## config.mk

```make
export PLATFORM = sky130hd
export DESIGN_NAME = round_robin_time_slice_scheduler_flat
export DESIGN_NICKNAME = d
export VERILOG_FILES = /design/src/rtl/rrts_pkg.sv /design/src/rtl/rrts_in_if.sv /design/src/rtl/rrts_out_if.sv /design/src/rtl/rrts_ram.sv /design/src/rtl/round_robin_time_slice_scheduler.sv /design/src/flat_wrapper.sv
export SDC_FILE = /design/constraint.sdc
export NUM_CORES = 1
export LEC_CHECK = 0
export ABC_CLOCK_PERIOD_IN_PS = 7500
export BUFFER_PORTS_ARGS = -buffer_cell sky130_fd_sc_hd__buf_2
export CAP_MARGIN = 20
export CORE_ASPECT_RATIO = 0.8
export CORE_UTILIZATION = 50
export DETAILED_ROUTE_END_ITERATION = 8
export GPL_ROUTABILITY_DRIVEN = 0
export PLACE_DENSITY = 0.66
export REMOVE_ABC_BUFFERS = 1
export SETUP_SLACK_MARGIN = 0.3
export SLEW_MARGIN = 10
export SYNTH_ARGS = -nofsm -noshare
export SYNTH_HDL_FRONTEND = slang
export SYNTH_SLANG_ARGS = --single-unit
```

## constraint.sdc

```tcl
create_clock -name clk -period 7.5 [get_ports clk]
set_input_delay 1.5 -clock clk [delete_from_list [all_inputs] [get_ports clk]]
set_output_delay 1.5 -clock clk [all_outputs]
set_load 0.1 [all_outputs]
```

## src/rtl/rrts_pkg.sv

```systemverilog
// Shared types and constants of the round-robin time-slice scheduler.
`default_nettype none
package rrts_pkg;

  localparam int DEFAULT_MAX_PROCS = 16;
  localparam int ID_W              = 16;
  localparam int TIME_W            = 16;
  localparam int STATUS_W          = 3;

  localparam logic [TIME_W-1:0] QUANTUM_RESET = TIME_W'(1);
  localparam logic [ID_W-1:0]   NEXT_ID_RESET = ID_W'(1);

  localparam logic FUNC_ADD = 1'b0;
  localparam logic FUNC_RUN = 1'b1;

  typedef enum logic [STATUS_W-1:0] {
    ST_RAN       = 3'd0,
    ST_COMPLETED = 3'd1,
    ST_ADDED     = 3'd2,
    ST_REJECTED  = 3'd3,
    ST_IDLE      = 3'd4
  } status_t;

  // One table entry as stored in the RAM.
  typedef struct packed {
    logic [ID_W-1:0]   id;
    logic [TIME_W-1:0] rem;
  } entry_t;

endpackage
`default_nettype wire

```

## src/rtl/rrts_in_if.sv

```systemverilog
// Input channel of the scheduler: command and execution time.
`default_nettype none
interface rrts_in_if;
  logic                        valid;
  logic                        ready;
  logic                        func;
  logic [rrts_pkg::TIME_W-1:0] exec_time;

  modport source (output valid, output func, output exec_time, input ready);
  modport sink   (input valid, input func, input exec_time, output ready);
endinterface
`default_nettype wire

```

## src/rtl/rrts_out_if.sv

```systemverilog
// Result channel of scheduler: one report per process or command.
`default_nettype none
interface rrts_out_if;
  logic                          valid;
  logic                          ready;
  logic [rrts_pkg::ID_W-1:0]     proc_id;
  logic [rrts_pkg::TIME_W-1:0]   remaining;
  logic [rrts_pkg::STATUS_W-1:0] status;
  logic                          last;

  modport source (output valid, output proc_id, output remaining, output status,
                  output last, input ready);
  modport sink   (input valid, input proc_id, input remaining, input status,
                  input last, output ready);
endinterface
`default_nettype wire

```

## src/rtl/rrts_ram.sv

```systemverilog
// Generic simple dual-port RAM with registered read and read enable.
`default_nettype none
module rrts_ram #(
  parameter int WIDTH = 32,
  parameter int DEPTH = 16
) (
  input  wire logic                     clk,
  input  wire logic                     we,
  input  wire logic [$clog2(DEPTH)-1:0] waddr,
  input  wire logic [WIDTH-1:0]         wdata,
  input  wire logic                     re,
  input  wire logic [$clog2(DEPTH)-1:0] raddr,
  output      logic [WIDTH-1:0]         rdata
);

  logic [WIDTH-1:0] mem [DEPTH];

  always_ff @(posedge clk) begin
    if (we) begin
      mem[waddr] <= wdata;
    end
    if (re) begin
      rdata <= mem[raddr];
    end
  end

endmodule
`default_nettype wire

```

## src/rtl/round_robin_time_slice_scheduler.sv

```systemverilog
// Round-robin time-slice scheduler: process table in RAM, one round per run command.
//
// The table of up to MAX_PROCS processes (id and remaining time) lives in a single
// simple dual-port RAM. An add command appends at the tail and answers in the next
// cycle; a full table or a run on an empty table also answers with a single result.
// A run command walks the table from head to tail, one entry per cycle through the
// RAM read port while the result channel accepts, and compacts survivors in place
// through the write port; each entry passes the registered RAM read and then the
// result register. A new command is taken once the previous one has issued all its
// results; the result register lets it be taken in the same cycle that the last result
// is accepted, but not while that result is stalled. The quantum register may be
// written only while the block is idle.
`default_nettype none
module round_robin_time_slice_scheduler #(
  parameter int MAX_PROCS = rrts_pkg::DEFAULT_MAX_PROCS
) (
  input  wire logic                        clk,
  input  wire logic                        rst_n,
  rrts_in_if.sink                          in_ch,
  rrts_out_if.source                       out_ch,
  input  wire logic                        cfg_we,
  input  wire logic [rrts_pkg::TIME_W-1:0] cfg_wdata
);

  localparam int IW = $clog2(MAX_PROCS);     // table index width
  localparam int CW = $clog2(MAX_PROCS + 1); // count width
  localparam int EW = $bits(rrts_pkg::entry_t);
  localparam logic [CW-1:0] FULL_CNT = CW'(MAX_PROCS);

  typedef enum logic [1:0] {
    S_IDLE = 2'b01,
    S_RUN  = 2'b10
  } state_t;

  state_t                        state_r, state_nxt;
  logic [CW-1:0]                 occ_r, occ_nxt;
  logic [rrts_pkg::ID_W-1:0]     next_id_r, next_id_nxt;
  logic [rrts_pkg::TIME_W-1:0]   quantum_r;
  logic [IW-1:0]                 idx_r, idx_nxt;
  logic [CW-1:0]                 keep_r, keep_nxt;
  logic [CW-1:0]                 total_r, total_nxt;

  logic                          out_valid_r, out_valid_nxt;
  logic [rrts_pkg::ID_W-1:0]     out_id_r, out_id_nxt;
  logic [rrts_pkg::TIME_W-1:0]   out_rem_r, out_rem_nxt;
  rrts_pkg::status_t             out_status_r, out_status_nxt;
  logic                          out_last_r, out_last_nxt;

  logic                          ram_we, ram_re;
  logic [IW-1:0]                 ram_waddr, ram_raddr;
  rrts_pkg::entry_t              ram_wentry, ram_rentry;
  logic [EW-1:0]                 ram_rdata;

  logic                          can_load;
  logic                          in_fire;
  logic [rrts_pkg::TIME_W:0]     diff;
  logic                          survives;
  logic                          at_end;

  rrts_ram #(
    .WIDTH (EW),
    .DEPTH (MAX_PROCS)
  ) u_table (
    .clk   (clk),
    .we    (ram_we),
    .waddr (ram_waddr),
    .wdata (ram_wentry),
    .re    (ram_re),
    .raddr (ram_raddr),
    .rdata (ram_rdata)
  );

  assign ram_rentry = rrts_pkg::entry_t'(ram_rdata);

  assign can_load    = !out_valid_r || out_ch.ready;
  assign in_ch.ready = (state_r == S_IDLE) && can_load;
  assign in_fire     = in_ch.valid && in_ch.ready;

  // remaining > quantum exactly when the subtraction neither borrows nor hits zero
  assign diff     = {1'b0, ram_rentry.rem} - {1'b0, quantum_r};
  assign survives = !diff[rrts_pkg::TIME_W] && (diff[rrts_pkg::TIME_W-1:0] != '0);
  assign at_end   = (CW'(idx_r) + CW'(1)) == total_r;

  always_comb begin
    state_nxt      = state_r;
    occ_nxt        = occ_r;
    next_id_nxt    = next_id_r;
    idx_nxt        = idx_r;
    keep_nxt       = keep_r;
    total_nxt      = total_r;
    out_valid_nxt  = out_valid_r && !out_ch.ready;
    out_id_nxt     = out_id_r;
    out_rem_nxt    = out_rem_r;
    out_status_nxt = out_status_r;
    out_last_nxt   = out_last_r;
    ram_we         = 1'b0;
    ram_waddr      = occ_r[IW-1:0];
    ram_wentry     = '{id: next_id_r, rem: in_ch.exec_time};
    ram_re         = 1'b0;
    ram_raddr      = '0;

    unique case (state_r)
      S_IDLE: begin
        if (in_fire) begin
          out_valid_nxt = 1'b1;
          out_last_nxt  = 1'b1;
          out_id_nxt    = '0;
          out_rem_nxt   = '0;
          if (in_ch.func == rrts_pkg::FUNC_ADD) begin
            if (occ_r == FULL_CNT) begin
              out_status_nxt = rrts_pkg::ST_REJECTED;
            end else begin
              ram_we         = 1'b1;
              occ_nxt        = occ_r + CW'(1);
              next_id_nxt    = next_id_r + rrts_pkg::ID_W'(1);
              out_id_nxt     = next_id_r;
              out_rem_nxt    = in_ch.exec_time;
              out_status_nxt = rrts_pkg::ST_ADDED;
            end
          end else if (occ_r == '0) begin
            out_status_nxt = rrts_pkg::ST_IDLE;
          end else begin
            // start the round: first read now, results once its data leaves the RAM read register
            out_valid_nxt = 1'b0;
            ram_re        = 1'b1;
            ram_raddr     = '0;
            idx_nxt       = '0;
            keep_nxt      = '0;
            total_nxt     = occ_r;
            state_nxt     = S_RUN;
          end
        end
      end
      S_RUN: begin
        if (can_load) begin
          out_valid_nxt = 1'b1;
          out_id_nxt    = ram_rentry.id;
          out_last_nxt  = at_end;
          if (survives) begin
            out_rem_nxt    = diff[rrts_pkg::TIME_W-1:0];
            out_status_nxt = rrts_pkg::ST_RAN;
            // compaction: keep never passes the read pointer
            ram_we         = 1'b1;
            ram_waddr      = keep_r[IW-1:0];
            ram_wentry     = '{id: ram_rentry.id, rem: diff[rrts_pkg::TIME_W-1:0]};
            keep_nxt       = keep_r + CW'(1);
          end else begin
            out_rem_nxt    = '0;
            out_status_nxt = rrts_pkg::ST_COMPLETED;
          end
          if (at_end) begin
            occ_nxt   = survives ? keep_r + CW'(1) : keep_r;
            state_nxt = S_IDLE;
          end else begin
            ram_re    = 1'b1;
            ram_raddr = idx_r + IW'(1);
            idx_nxt   = idx_r + IW'(1);
          end
        end
      end
      default: begin
        state_nxt = S_IDLE;
      end
    endcase
  end

  always_ff @(posedge clk) begin
    if (!rst_n) begin
      state_r     <= S_IDLE;
      occ_r       <= '0;
      next_id_r   <= rrts_pkg::NEXT_ID_RESET;
      quantum_r   <= rrts_pkg::QUANTUM_RESET;
      out_valid_r <= 1'b0;
      idx_r       <= '0;
      keep_r      <= '0;
      total_r     <= '0;
    end else begin
      state_r     <= state_nxt;
      occ_r       <= occ_nxt;
      next_id_r   <= next_id_nxt;
      out_valid_r <= out_valid_nxt;
      idx_r       <= idx_nxt;
      keep_r      <= keep_nxt;
      total_r     <= total_nxt;
      if (cfg_we) begin
        quantum_r <= cfg_wdata;
      end
    end
  end

  always_ff @(posedge clk) begin
    out_id_r     <= out_id_nxt;
    out_rem_r    <= out_rem_nxt;
    out_status_r <= out_status_nxt;
    out_last_r   <= out_last_nxt;
  end

  assign out_ch.valid     = out_valid_r;
  assign out_ch.proc_id   = out_id_r;
  assign out_ch.remaining = out_rem_r;
  assign out_ch.status    = out_status_r;
  assign out_ch.last      = out_last_r;

`ifndef ASSERT_OFF
  a_occ_bound: assert property (@(posedge clk) disable iff (!rst_n)
    occ_r <= FULL_CNT)
    else $error("occupancy exceeds table depth");

  a_run_walk: assert property (@(posedge clk) disable iff (!rst_n)
    (state_r == S_RUN) |-> (total_r != '0) && (CW'(idx_r) < total_r)
                           && (keep_r <= CW'(idx_r)))
    else $error("round pointers out of order");

  a_add_grows: assert property (@(posedge clk) disable iff (!rst_n)
    (in_fire && (in_ch.func == rrts_pkg::FUNC_ADD) && (occ_r != FULL_CNT))
      |=> (occ_r == $past(occ_r) + CW'(1)) && (next_id_r == $past(next_id_r) + 16'd1))
    else $error("add did not grow the table");
`endif

endmodule
`default_nettype wire
```

## src/flat_wrapper.sv

```systemverilog
// flat-port wrapper written by rule: the top's interface ports become plain ports
module round_robin_time_slice_scheduler_flat 
#(
  parameter int MAX_PROCS = rrts_pkg::DEFAULT_MAX_PROCS
)
  (clk, rst_n, cfg_we, cfg_wdata, in_ch_valid, in_ch_func, in_ch_exec_time, in_ch_ready, out_ch_valid, out_ch_proc_id, out_ch_remaining, out_ch_status, out_ch_last, out_ch_ready);
  rrts_in_if in_ch_i ();
  rrts_out_if out_ch_i ();
  input  wire logic clk;
  input  wire logic rst_n;
  input  wire logic cfg_we;
  input  wire logic [rrts_pkg::TIME_W-1:0] cfg_wdata;
  input wire logic [$bits(in_ch_i.valid)-1:0] in_ch_valid;
  input wire logic [$bits(in_ch_i.func)-1:0] in_ch_func;
  input wire logic [$bits(in_ch_i.exec_time)-1:0] in_ch_exec_time;
  output wire logic [$bits(in_ch_i.ready)-1:0] in_ch_ready;
  output wire logic [$bits(out_ch_i.valid)-1:0] out_ch_valid;
  output wire logic [$bits(out_ch_i.proc_id)-1:0] out_ch_proc_id;
  output wire logic [$bits(out_ch_i.remaining)-1:0] out_ch_remaining;
  output wire logic [$bits(out_ch_i.status)-1:0] out_ch_status;
  output wire logic [$bits(out_ch_i.last)-1:0] out_ch_last;
  input wire logic [$bits(out_ch_i.ready)-1:0] out_ch_ready;
  assign in_ch_i.valid = in_ch_valid;
  assign in_ch_i.func = in_ch_func;
  assign in_ch_i.exec_time = in_ch_exec_time;
  assign in_ch_ready = in_ch_i.ready;
  assign out_ch_valid = out_ch_i.valid;
  assign out_ch_proc_id = out_ch_i.proc_id;
  assign out_ch_remaining = out_ch_i.remaining;
  assign out_ch_status = out_ch_i.status;
  assign out_ch_last = out_ch_i.last;
  assign out_ch_i.ready = out_ch_ready;
  round_robin_time_slice_scheduler #(.MAX_PROCS(MAX_PROCS)) u_core (.clk(clk), .rst_n(rst_n), .in_ch(in_ch_i), .out_ch(out_ch_i), .cfg_we(cfg_we), .cfg_wdata(cfg_wdata));
endmodule
```

; ---- Word-level counts from Yosys, hierarchy flattened
; Memory sizes are Yosys's and may differ from the RTL's. A register that Yosys moved wholly into a read port is not among the register bits.
; Index checks and enable logic that the tools add are counted.
[totals]
regBits = 90
latch_bits = 0
ramBits = 512
romBits = 0
inputBits = 38
out_inout_bits = 38
elab_cells = 127
n_memories = 1
[memory_table]
columns = name, words, word_bits, read_ports, rd_clocked_by_memory_dff, wr, line
row1 = u_core.u_table.mem, 16, 32, 1, 1, 1, rrts_ram.sv:16  ; logic [WIDTH-1:0] mem [DEPTH];
[op_classes]
n_addsub = 6
mul = 0
div_mod_pow = 0
order_cmp = 0
n_eq_ne = 13
n_shift = 0
muxes = 73
bitwise_logic = 3
reduce_logical = 19
[op_table]
columns = operator, n
row1 = 2-to-1 mux 16 bit, 9
row2 = 2-to-1 mux 32 bit, 3
row3 = one-hot mux 16 bit (2 select lines), 2
row4 = 2-to-1 mux 5 bit, 10
row5 = 2-to-1 mux 4 bit, 11
row6 = 2-to-1 mux 1 bit, 20
row7 = one-hot mux 5 bit (2 select lines), 2
row8 = subtractor 16 x 16 -> 17 bit, 1
row9 = adder 16 x 1 -> 16 bit (second input constant), 1
row10 = nonzero test 16 bit, 1
row11 = 2-to-1 mux 3 bit, 4
row12 = AND reduction 4 bit, 3
row13 = AND reduction 6 bit, 2
row14 = adder 5 x 1 -> 5 bit (second input constant), 2
row15 = 2-to-1 mux 2 bit, 5
row16 = != test 2 bit (second input constant), 5
row17 = AND reduction 5 bit, 2
row18 = one-hot mux 1 bit (2 select lines), 4
row19 = one-hot mux 4 bit (2 select lines), 1
row20 = != test 2 x 1 -> 1 bit (second input constant), 3
row21 = one-hot mux 3 bit (2 select lines), 1
row22 = adder 4 x 1 -> 5 bit (second input constant), 1
row23 = equality test 5 bit, 1
row24 = equality test 5 bit (second input constant), 1
row25 = other kinds (12), 19

; ---- Longest topological paths before layout
; Gate-level depths: netlist (run 1).
[depth]
ltp_word = 8
ltp_mapped = 14
depth_no_buf = 12

; ---- Cells and area by module
; A second synthesis (run 1) with hierarchy kept.
[unflattened]
hier_cells = 1487
area_unflattened_um2 = 26041.2
[modules_own_cells]
columns = module, instances, cells_per_inst, area_each_um2, seq_area_each_um2
row1 = rrts_ram, 1, 838, 20155.6, 16335.7
row2 = round_robin_time_slice_scheduler, 1, 649, 5885.6, 2162.1

; ---- Worst setup path before layout (run 1)
; OpenSTA, ideal clock, no wires.
[synth_path]
kind = register to register
start = register u_core.u_table.rdata[4] (read register of u_core.u_table.mem)
end = memory u_core.u_table.mem[10][0] (enable)
setup_time_ns = 0.511
arrival_ns = 5.972
t_required_ns = 6.989
slack_ns = 1.018
stages_incl_launch_ff = 12
n_path_buf = 2
synth_period_minus_slack_ns = 6.482
path_cell_list = edfxtp_1 ha_1 and2_4 a221o_1 o211a_1 or3_1 a22oi_1 o2111a_1 buf_6 a211oi_4 buf_6 o41ai_1
[synth_between]
elab_chain_len = 8
elab_cells_between_ends = 12
classes_between = 1 x add/sub / 8 x mux / 3 x reduce/logical
[synth_rtl]
columns = item, line
row1 = start: declaration, rrts_ram.sv:13  ; output logic [WIDTH-1:0] rdata
row2 = subtractor 16 x 16 -> 17 bit *, round_robin_time_slice_scheduler.sv:80  ; assign diff = {1'b0, ram_rentry.rem} - {1'b0, quantum_r};
row3 = nonzero test 16 bit / logical NOT 1 bit (equally long branches), round_robin_time_slice_scheduler.sv:81  ; assign survives = !diff[rrts_pkg::TIME_W] && (diff[rrts_pkg::TIME_W-1:0] != '0);
row4 = logical AND 1 bit *, round_robin_time_slice_scheduler.sv:81
row5 = 2-to-1 mux 1 bit, round_robin_time_slice_scheduler.sv:139  ; if (survives) begin
row6 = 2-to-1 mux 1 bit, round_robin_time_slice_scheduler.sv:135  ; if (can_load) begin
row7 = one-hot mux 1 bit (2 select lines), round_robin_time_slice_scheduler.sv:102  ; unique case (state_r)
row8 = 2-to-1 mux 1 bit, rrts_ram.sv:19  ; if (we) begin
row9 = 2-to-1 mux 1 bit (implied by the code), rrts_ram.sv:20  ; mem[waddr] <= wdata;
row10 = end: declaration, rrts_ram.sv:16
; Mark *: on every way between the ends. The rest lies on a longest branch, timed or not.

; ---- Final worst setup path (run 1)
[layout_path]
start = register u_core.u_table.rdata[0] (read register of u_core.u_table.mem)
end = memory u_core.u_table.mem[5][20] (enable)
; Same word-level chain as after synthesis.

==> impl_metrics.yaml, run 1 <==
cts:
  ctsResizeCount: 0
  postCtsSetupBuffers: 0
  clockBufferDepth: 3
  clkSinkCount: 634
  cts_tree: "built"
  clk_latency_ns: 0.64
  cts-hold-fix-buffers: 0
  root_buffer: "clkbuf_16"
  clk_pin_slew_ns: 0.07
  htreeDepth: 2
  numCtsBuffers: 60
yosys:
  synth_area_mm2: 0.02671
  ys_seq_area_share_pct: 69.25
  synth-warning-count: 0
  ys_types: 66
  yosys.area.top_type: "edfxtp_1"
  synth_cells: 1885
  avgSynthCellArea_um2: 14.17
  ys_ff_latch: 634
  ys.flop_type: "edfxtp_1"
  synth_edf_count: 580
  async_flop_share_pct: 0
  ys_top_cells_by_area: "edfxtp_1, mux2i_1, dfxtp_1"
  yosysTopAreaCellShare_pct: 65.21
grt:
  track_usage_pct: 24.81
  grt_max_degree: 73
  grt_pass1_wl_mm: 99.68
  grt_pass1_vias: 15870
  antenna_found_initial: 0
  grt_overflow: 0
worst_setup_path:
  crit_slowest_cell: "a211oi_4"
  r2r_cells: 14
  critPathBufInv: 3
  path_cells: "inv_1 -> ha_1 -> fa_1 -> nand2b_1 -> a21oi_1 -> o211ai_1 -> a211o_1 -> a21oi_1 -> o21ai_0 -> a211oi_4 -> buf_4 -> nand3_1 -> o21ai_4 -> buf_4"
  cp_top_family: "compound AO/OA/AOI/OAI gates"
  cp.arrival_ns: 5.84
  critical_path_class: "flop to flop"
  crit_path_start_kind: "flop"
  rrSetupSlack_ns: 1.94
  max_stage_delay_ns: 0.72
  critPathMaxFanout: 31
  required_ns: 7.78
  r2r-end: "u_core.u_table.mem[5][20]"
  r2r-start: "u_core.u_table.rdata[0]"
  cp-end-kind: "flop"
min_path:
  min_to: "u_core.quantum_r[0]"
  min-delay-start: "u_core.quantum_r[0]"
  hold_class: "flop to flop"
  whs_path_depth: 2
layout:
  fillerInstances: 4115
  fin_area_mm2: 0.03023
  area_growth_pct: 13.18
  fin_nets: 2015
  antennaDiodeCount: 0
  layout-drive-gt1-share_pct: 14.33
route:
  vias: 16540
  ant_nets: 0
  drt-initial-drc-count: 2017
  first_pass_iters: 5
  drt-wirelength-per-cell_um: 24.90
  wl_mm: 67.14
  drc: 0
  viasPerCell: 6.134
sta:
  finalCritPeriodShare_pct: 74.15
  drv_slew: 0
  setup_slack_ns: 1.939
  hold_viol: 0
  setup_viol: 0
  fmax_mhz: 179.8
  skew_ns: 0.02158
  holdWs_ns: 0.5036
  slew_headroom_pct: 30.85
  rsz0062_at_grt: "no"
  finalCriticalPeriod_ns: 5.561
  tightestPinTransition_ns: 1.037
power:
  vdd_drop_max_mv: 0.3155
  p_per_area_mw_per_mm2: 315.1
  total_leakage_power_nw: 10.28
  p_total_w: 0.009525
floorplan:
  die_y_um: 208.7
  io_pins: 76
  core_mm2: 0.05255
  die-width_um: 260.4
  initial_core_util_pct: 50.83
  dieArea_mm2: 0.05436
  rows: 75
run_status:
  outcome: "complete, no violations"
place:
  io_buffers: 75
  dp.final_hpwl_mm: 39.31
  place_ws_ns: 2.028
  dpl_cell_area_mm2: 0.02801
job:
  cap_violations: 0
## cell usage after synthesis, types with 35 or more instances
| master | instances |
|---|---|
| nor2_1 | 45 |
| o21ai_0 | 41 |
| mux2i_1 | 125 |
| nor3_1 | 45 |
| nand3_1 | 102 |
| dfxtp_1 | 54 |
| inv_1 | 35 |
| edfxtp_1 | 580 |
| clkbuf_1 | 86 |
| a22o_1 | 60 |
| and2_1 | 41 |
| a211oi_1 | 36 |
| nand2_1 | 222 |
| a21oi_1 | 95 |
## report_power, final
group          internal, W  switching [W]  leakage [nW]
Combinational     0.000376        0.00161          3.64
Clock              0.00193        0.00133          1.04
Sequential         0.00419      0.0000847          5.59
## per-layer routing
layer	vias to the layer above	GRT usage, %	part of all wire (%)	wire length, um
met5	-	0	0	0
met4	0	6.836	2.3	1560
met3	108	4.561	8.6	5770
met2	753	36.13	44	29520
met1	8329	38.16	45	30290
li1	7348	-	-	-
## per-stage QoR
stage               setup TNS, ns  cells  util, %
floorplan                  -89.12   1776        -
global placement                0   2577    53.26
detailed placement              0   2578    53.30
CTS                             0   2690    57.35
global route                    0   2696    57.53
finish                          0   2696    57.53
## registers in the layout, indices dropped and copies added (netlist names), 2 cells and up
| name | cells |
|---|---|
| u_core.state_r | 2 |
| u_core.out_ch.remaining | 16 |
| u_core.total_r | 5 |
| u_core.keep_r | 5 |
| u_core.quantum_r | 16 |
| u_core.u_table.rdata | 32 |
| u_core.occ_r | 5 |
| u_core.next_id_r | 16 |
| u_core.out_ch.status | 3 |
| u_core.idx_r | 4 |
| u_core.u_table.mem | 512 |
| u_core.out_ch.proc_id | 16 |
## worst reg2reg max path: stages (launching register included)
cell and delay [ns]:
edfxtp_1 0.32, inv_1 0.04, ha_1 0.21, fa_1 0.41, nand2b_1 0.20, a21oi_1 0.36, o211ai_1 0.19, a211o_1 0.33
a21oi_1 0.40, o21ai_0 0.31, a211oi_4 0.72, buf_4 0.64, nand3_1 0.25, o21ai_4 0.33, buf_4 0.49
## area by class of cell
type	count	area [um2]	share of cell area (%)
Timing Repair Buffer	115	733.2	2.425
Clock inverter	41	545.5	1.804
Inverter	35	131.4	0.4346
Tap cell	693	867.1	2.868
Multi-Input combinational cell	1107	7870	26.03
Sequential cell	634	18500	61.20
Clock buffer	71	1583	5.235
## cell usage in the layout, fill, tap and decap left out, drive strengths merged, types with 4 or more instances in the layout
cell / n
edfxtp: 580
nand2: 222
mux2i: 125
buf: 115
nand3: 102
a21oi: 95
clkbuf: 71
a22o: 60
dfxtp: 54
and2: 51
nor3: 45
nor2: 45
o21ai: 41
inv: 38
a211oi: 37
o22ai: 34
mux4: 32
mux2: 29
nor2b: 25
clkinv: 24
ha: 23
bufinv: 12
or3: 9
nand4: 9
xnor2: 9
xor2: 9
a21o: 8
and3: 8
o211ai: 8
nand2b: 8
nor3b: 7
o31ai: 6
a21boi: 6
o211a: 4
a22oi: 4
or2: 4
a31oi: 4
a221oi: 4
## worst max path at each step
stage	from	endpoint	slack [ns]	cells past startpoint
final	u_core.u_table.rdata[0]	u_core.u_table.mem[5][20]	1.94	14
after global routing	u_core.u_table.rdata[0]	u_core.u_table.mem[4][18]	1.68	14
after CTS	u_core.u_table.rdata[0]	u_core.u_table.mem[12][4]	2.01	12
after detailed placement	u_core.u_table.rdata[0]	u_core.u_table.mem[12][30]	2.03	12
after global placement	u_core.u_table.rdata[0]	u_core.u_table.mem[14][1]	2.10	12
after floorplan	u_core.idx_r[0]	u_core.u_table.rdata[0]	-2.79	7
## cells by family after synthesis
kind of cell / Yosys count / synth area share [%]
flip-flops: 634 / 69.25
AND/OR/NAND/NOR: 546 / 9.696
AO/OA/AOI/OAI: 332 / 8.408
multiplexers: 186 / 8.605
buffers and inverters: 144 / 2.206
adder cells (fa/ha/maj): 24 / 1.152
XOR/XNOR: 19 / 0.6792
No activity file was read; power rests on OpenSTA's default activity.
==> run 2, diff against run 1 <==
--- a/config.mk
+++ b/config.mk
@@ -5,7 +5,8 @@
 export SDC_FILE = /design/constraint.sdc
 export NUM_CORES = 1
 export LEC_CHECK = 0
-export ABC_CLOCK_PERIOD_IN_PS = 7500
+export ABC_AREA = 1
+export ABC_CLOCK_PERIOD_IN_PS = 5800
 export BUFFER_PORTS_ARGS = -buffer_cell sky130_fd_sc_hd__buf_2
 export CAP_MARGIN = 20
 export CORE_ASPECT_RATIO = 0.8
==> constraint.sdc (replaced) <==
create_clock -name clk -period 5.8 [get_ports clk]
set_input_delay 1.16 -clock clk [delete_from_list [all_inputs] [get_ports clk]]
set_output_delay 1.16 -clock clk [all_outputs]
set_load 0.1 [all_outputs]
==> run 2 against run 1 <==
Setup slack lost 0.32 ns. Global-route usage grew 0.28 points. Largest power group unchanged. Largest cell class unchanged. Synthesized cell count grew 30%. Cell area grew 1.9%. Power grew 29%.
==> impl_metrics.yaml, run 2 <==
run_status:
  outcome: "complete, no violations"
yosys:
  ys_ff_latch: 634
  synth_edf_count: 580
  async_flop_share_pct: 0
  ys_types: 44
  synth-warning-count: 0
  avgSynthCellArea_um2: 11.27
  synth_cells: 2445
  yosys.area.top_type: "edfxtp_1"
  synth_area_mm2: 0.02754
  ys_top_cells_by_area: "edfxtp_1, o211ai_1, nand2_1"
  yosysMostFrequentCell: "edfxtp_1"
  ys_seq_area_share_pct: 67.16
  yosysTopAreaCellShare_pct: 63.23
  synth_commonest_cells: "edfxtp_1, nand2_1, inv_1"
  ys.flop_type: "edfxtp_1"
route:
  ant_nets: 0
  drt-wirelength-per-cell_um: 21.31
  drc: 0
  first_pass_iters: 5
  viasPerCell: 5.729
  vias: 18700
  drt-initial-drc-count: 2102
  wl_mm: 69.52
layout:
  layout-drive-gt1-share_pct: 12.46
  top_register: "u_core.u_table.mem"
  layout_commonest_cell: "edfxtp_1"
  top_regs: "u_core.u_table.mem: 512 flops, u_core.u_table.rdata: 32 flops"
  antennaDiodeCount: 0
  multi_input_area_mm2: 0.007381
  largest_reg_flops: 512
  area_growth_pct: 11.80
  mostFrequentLayoutCells: "edfxtp_1, nand2_1, inv_1"
  fin_util_pct: 56.91
  fillerInstances: 4428
  fin_nets: 2576
  register_area_mm2: 0.01850
  fin_area_mm2: 0.03079
sta:
  tightestPinTransition_ns: 1.179
  rsz0062_at_grt: "no"
  holdWs_ns: 0.4675
  tns_ns: 0
  hold_viol: 0
  slew_headroom_pct: 21.38
  skew_ns: 0.04316
  finalCritPeriodShare_pct: 72.07
  setup_viol: 0
  drv_slew: 0
  fmax_mhz: 239.2
  finalCriticalPeriod_ns: 4.180
place:
  dpl_cell_area_mm2: 0.02870
  dp.final_hpwl_mm: 40.83
  io_buffers: 75
job:
  cap_violations: 0
floorplan:
  rows: 76
  dieArea_mm2: 0.05604
  initial_core_util_pct: 50.91
  die-width_um: 264.4
  io_pins: 76
  core_mm2: 0.05411
  die_y_um: 211.9
worst_setup_path:
  r2r-start: "u_core.u_table.rdata[0]"
  rrSetupSlack_ns: 1.62
  required_ns: 6.10
  r2r-end: "u_core.u_table.mem[7][1]"
  critical_path_class: "flop to flop"
  crit_path_start_kind: "flop"
  cp-end-kind: "flop"
  cp.arrival_ns: 4.48
  r2r_cells: 17
  critPathMaxFanout: 21
power:
  p_per_area_mw_per_mm2: 398.9
  total_leakage_power_nw: 12.04
  vdd_drop_max_mv: 0.4224
cts:
  cts-hold-fix-buffers: 0
  postCtsSetupBuffers: 0
  clkSinkCount: 634
  cts_tree: "built"
  clk_pin_slew_ns: 0.06
  ctsResizeCount: 0
  numCtsBuffers: 60
  root_buffer: "clkbuf_16"
  htreeDepth: 2
  clockBufferDepth: 3
  clk_latency_ns: 0.65
min_path:
  hold_class: "flop to flop"
  min_to: "u_core.quantum_r[0]"
  whs_path_depth: 2
  min-delay-start: "u_core.quantum_r[0]"
grt:
  grt_overflow: 0
  antenna_found_initial: 0
  grt_pass1_wl_mm: 106.3
  grt_pass1_vias: 17760
  grt_max_degree: 153
  track_usage_pct: 25.09
[run 2: changes by cell type after synthesis, moves of 36 or more]
| cell | change |
|---|---|
| and2_1 | -40 |
| nand2_1 | +156 |
| o21ai_0 | +54 |
| nor2_1 | +207 |
| a22o_1 | -60 |
| mux2i_1 | -125 |
| o211ai_1 | +184 |
| buf_2 | +38 |
| inv_1 | +234 |
| o21ai_1 | +83 |
| clkbuf_1 | -48 |
| nand3_1 | +83 |
| nor3_1 | -36 |
[run 2: worst max-delay path: stages (launching register included)]
cell and delay, ns:
edfxtp_1 0.31, inv_1 0.04, ha_1 0.21, fa_1 0.41, inv_1 0.10, nand2_1 0.06, nand2_1 0.13, nand3_1 0.12
nand2_1 0.10, nand3_1 0.09, nand2_1 0.11, a21oi_1 0.10, o21bai_4 0.25, nand3_4 0.19, a21oi_2 0.33, nand3_2 0.26
nor2_4 0.67, buf_4 0.37
[run 2: cells by family after synthesis]
logic type	Yosys count	synth area share, %
AOI/OAI and AO/OA	466	10.50
xor gates and xnor gates	8	0.2817
adders and majority gates	24	1.117
buffers and inverters	404	6.587
DFF	634	67.16
and+or+nand+nor	909	14.36
[run 2: how the worst max path moves through the flow]
stage | slack [ns] | endpoint | cells past startpoint | from
2_1_floorplan | -0.20 | u_core.u_table.rdata[0] | 6 | u_core.idx_r[0]
3_5_place_dp | 1.56 | u_core.u_table.mem[2][0] | 7 | out_ch_ready
3_3_place_gp | 1.58 | u_core.u_table.mem[12][1] | 17 | u_core.u_table.rdata[0]
5_1_grt | 1.31 | u_core.u_table.mem[7][1] | 17 | u_core.u_table.rdata[0]
6_report | 1.62 | u_core.u_table.mem[7][1] | 17 | u_core.u_table.rdata[0]
4_1_cts | 1.52 | u_core.u_table.mem[7][0] | 17 | u_core.u_table.rdata[0]
[run 2: area by class of cell]
| cell class | count | area share, % |
|---|---|---|
| clock inverters | 23 | 0.9345 |
| well taps | 702 | 2.852 |
| clock buffers | 86 | 5.485 |
| multi-input cells | 1407 | 23.97 |
| inverters | 276 | 3.385 |
| repair buffers | 135 | 3.303 |
| flip-flops and latches | 634 | 60.07 |
[run 2: where the power goes]
part           total (W)  switching, W  internal, W  leakage (nW)
Clock            0.00395       0.00170      0.00225         0.972
Combinational    0.00276       0.00223     0.000535          5.22
Sequential       0.00557      0.000120      0.00545          5.85
[run 2: layer usage]
layer	vias to the layer above	routed length [um]	track usage (%)
met5	-	0	0
met4	0	1530	7.458
met3	113	5295	3.292
met2	776	30680	38.52
met1	9073	32020	37.38
li1	8733	-	-
[run 2: stage by stage]
stage	cells	setup WS (ns)	power, W
finish	3263	1.620	0.01228
global route	3263	1.308	0.01272
CTS	3251	1.520	0.01231
detailed placement	3142	1.564	0.008386
global placement	3138	1.583	0.008327
floorplan	2317	-0.1999	0.007681
==> run 3, diff against run 2 <==
--- a/config.mk
+++ b/config.mk
@@ -5,15 +5,15 @@
 export SDC_FILE = /design/constraint.sdc
 export NUM_CORES = 1
 export LEC_CHECK = 0
-export ABC_AREA = 1
-export ABC_CLOCK_PERIOD_IN_PS = 5800
+export ABC_AREA = 0
+export ABC_CLOCK_PERIOD_IN_PS = 3500
 export BUFFER_PORTS_ARGS = -buffer_cell sky130_fd_sc_hd__buf_2
 export CAP_MARGIN = 20
 export CORE_ASPECT_RATIO = 0.8
 export CORE_UTILIZATION = 50
 export DETAILED_ROUTE_END_ITERATION = 8
 export GPL_ROUTABILITY_DRIVEN = 0
-export PLACE_DENSITY = 0.66
+export PLACE_DENSITY = 0.69
 export REMOVE_ABC_BUFFERS = 1
 export SETUP_SLACK_MARGIN = 0.3
 export SLEW_MARGIN = 10
==> constraint.sdc (replaced) <==
create_clock -name clk -period 3.5 [get_ports clk]
set_input_delay 0.7 -clock clk [delete_from_list [all_inputs] [get_ports clk]]
set_output_delay 0.7 -clock clk [all_outputs]
set_load 0.1 [all_outputs]
==> run 3 against run 2 <==
The flow now finishes with violations (setup timing). Via count decreased by 7.3%. Sequential share of layout area decreased by 1.6 points. Largest cell class unchanged. Critical path type unchanged. Cell area increased by 2.8%. First-iteration DRC count increased by 0.24%. Routed wire length increased by 0.37%. Sequential cell count unchanged. Global-route usage increased by 0.59 points.
==> impl_metrics.yaml, run 3 (synthesized netlist as in run 1, its figures left out) <==
worst_setup_path:
  max_stage_delay_ns: 0.41
  critPathBufInv: 4
  cp-end-kind: "flop"
  critPathMaxFanout: 17
  crit_slowest_cell: "edfxtp_1"
  required_ns: 3.87
  rrSetupSlack_ns: -0.47
  cp.arrival_ns: 4.34
  critical_path_class: "flop to flop"
  path_cells: "ha_1 -> nor2b_2 -> o211ai_1 -> a21boi_2 -> o31a_1 -> o31a_1 -> o2111a_1 -> buf_6 -> a211oi_4 -> buf_12 -> buf_12 -> mux2_1 -> buf_4"
  cp_top_family: "compound AO/OA/AOI/OAI gates"
  crit_path_start_kind: "flop"
sta:
  setup_viol: 1025
  slew_headroom_pct: 43.64
  tightestPinTransition_ns: 0.8454
  hold_viol: 0
  rsz0062_at_grt: "yes"
  setup_slack_ns: -0.4739
  holdWs_ns: 0.3259
  finalCritPeriodShare_pct: 113.5
  drv_slew: 0
  fmax_mhz: 251.6
  skew_ns: 0.01827
  finalCriticalPeriod_ns: 3.974
job:
  cap_violations: 0
cts:
  root_buffer: "clkbuf_16"
  htreeDepth: 2
  cts_tree: "built"
  cts-hold-fix-buffers: 0
  clk_latency_ns: 0.63
  clk_pin_slew_ns: 0.06
  numCtsBuffers: 59
  clockBufferDepth: 3
  clkSinkCount: 634
layout:
  layout-drive-gt1-share_pct: 20.49
  fin_nets: 2143
  layout_commonest_cell: "edfxtp_1"
  area_growth_pct: 18.57
  antennaDiodeCount: 0
  top_register: "u_core.u_table.mem"
  mostFrequentLayoutCells: "edfxtp_1, nand2_1, mux2i_1"
  top_regs: "u_core.u_table.mem: 512 flops, u_core.u_table.rdata: 32 flops"
  largest_reg_flops: 512
place:
  dp.final_hpwl_mm: 42.87
  io_buffers: 75
  place_ws_ns: -0.7028
route:
  viasPerCell: 6.143
  drt-initial-drc-count: 2107
  wl_mm: 69.78
  vias: 17330
  ant_nets: 0
  drc: 0
  drt-wirelength-per-cell_um: 24.74
  first_pass_iters: 5
grt:
  grt_pass1_wl_mm: 103.5
  track_usage_pct: 25.68
  grt_overflow: 0
  grt_pass1_vias: 16760
  antenna_found_initial: 1
  grt_max_degree: 100
run_status:
  outcome: "finished with violations"
  failed_checks: "setup timing"
power:
  p_total_w: 0.02031
  vdd_drop_max_mv: 0.4896
  total_leakage_power_nw: 10.98
  p_per_area_mw_per_mm2: 641.3
floorplan:
  dieArea_mm2: 0.05436
  initial_core_util_pct: 50.83
  rows: 75
  die_y_um: 208.7
  die-width_um: 260.4
  io_pins: 76
  core_mm2: 0.05255
min_path:
  hold_class: "input pin to flop"
## run 3: changes by cell type in the layout (fill, tap and decap cells not counted), sizes merged, moves of 36 or more
cell / previous run / this run
inv: 277 / 36
nor2: 263 / 45
o211ai: 192 / 8
nand2: 381 / 222
o21ai: 180 / 41
mux2i: 0 / 125
buf: 135 / 243
nand3: 196 / 102
a22o: 0 / 60
and2: 1 / 51
a211oi: 1 / 37
nor3: 9 / 45
## run 3: worst reg2reg max path, stage by stage, from the launching register on
cell and delay (ns):
edfxtp_1 0.41, ha_1 0.32, nor2b_2 0.17, o211ai_1 0.32, a21boi_2 0.15, o31a_1 0.30, o31a_1 0.32, o2111a_1 0.30
buf_6 0.15, a211oi_4 0.27, buf_12 0.20, buf_12 0.22, mux2_1 0.38, buf_4 0.20
## run 3: per-stage QoR
| stage | utilization (%) | TNS [ns] | cell area (um2) | instances |
|---|---|---|---|---|
| after floorplan | - | -2249.09 | 26250 | 1776 |
| after global placement | 56.19 | -447.17 | 29530 | 2702 |
| after detailed placement | 56.19 | -601.65 | 29530 | 2702 |
| after CTS | 60.07 | -307.13 | 31570 | 2817 |
| after global routing | 60.27 | -441.85 | 31670 | 2821 |
| final | 60.27 | -378.44 | 31670 | 2821 |
## run 3: path summary, 6_finish.rpt
path	to	startpoint	depth (start not counted)
max	u_core.u_table.mem[15][26]	u_core.u_table.rdata[1]	13
min	u_core.quantum_r[0]	cfg_wdata[0]	3
max reg2reg	u_core.u_table.mem[15][26]	u_core.u_table.rdata[1]	13
min reg2reg	u_core.quantum_r[0]	u_core.quantum_r[0]	2
## run 3: metal layers
layer / global-route usage [%] / wire length, um / up-vias
met5: 0 / 13 / -
met4: 8.268 / 1873 / 2
met3: 4.197 / 6072 / 128
met2: 37.62 / 30980 / 865
met1: 39.16 / 30840 / 8722
li1: - / - / 7612
## run 3: final cells by class
| type | instances | area, um2 |
|---|---|---|
| clock buffers | 75 | 1558 |
| clock inverters | 33 | 302.8 |
| fillers | 3932 | 20880 |
| inverters | 35 | 131.4 |
| multi-input cells | 1108 | 8021 |
| flip-flops and latches | 634 | 18500 |
| well taps | 693 | 867.1 |
| repair buffers | 243 | 2287 |
## run 3: repair_timing
action | CTS | global route
resized for setup | 39 | 27
setup endpoints to repair | 1070 | 1076
pin swaps | 6 | 2
gates cloned | 1 | 1
setup buffers | 6 | 3
## run 3: report_power, final
| part | total [W] | switching [W] | internal [W] |
|---|---|---|---|
| clock | 0.00625 | 0.00280 | 0.00345 |
| combinational | 0.00494 | 0.00371 | 0.00123 |
| sequential | 0.00912 | 0.000154 | 0.00897 |
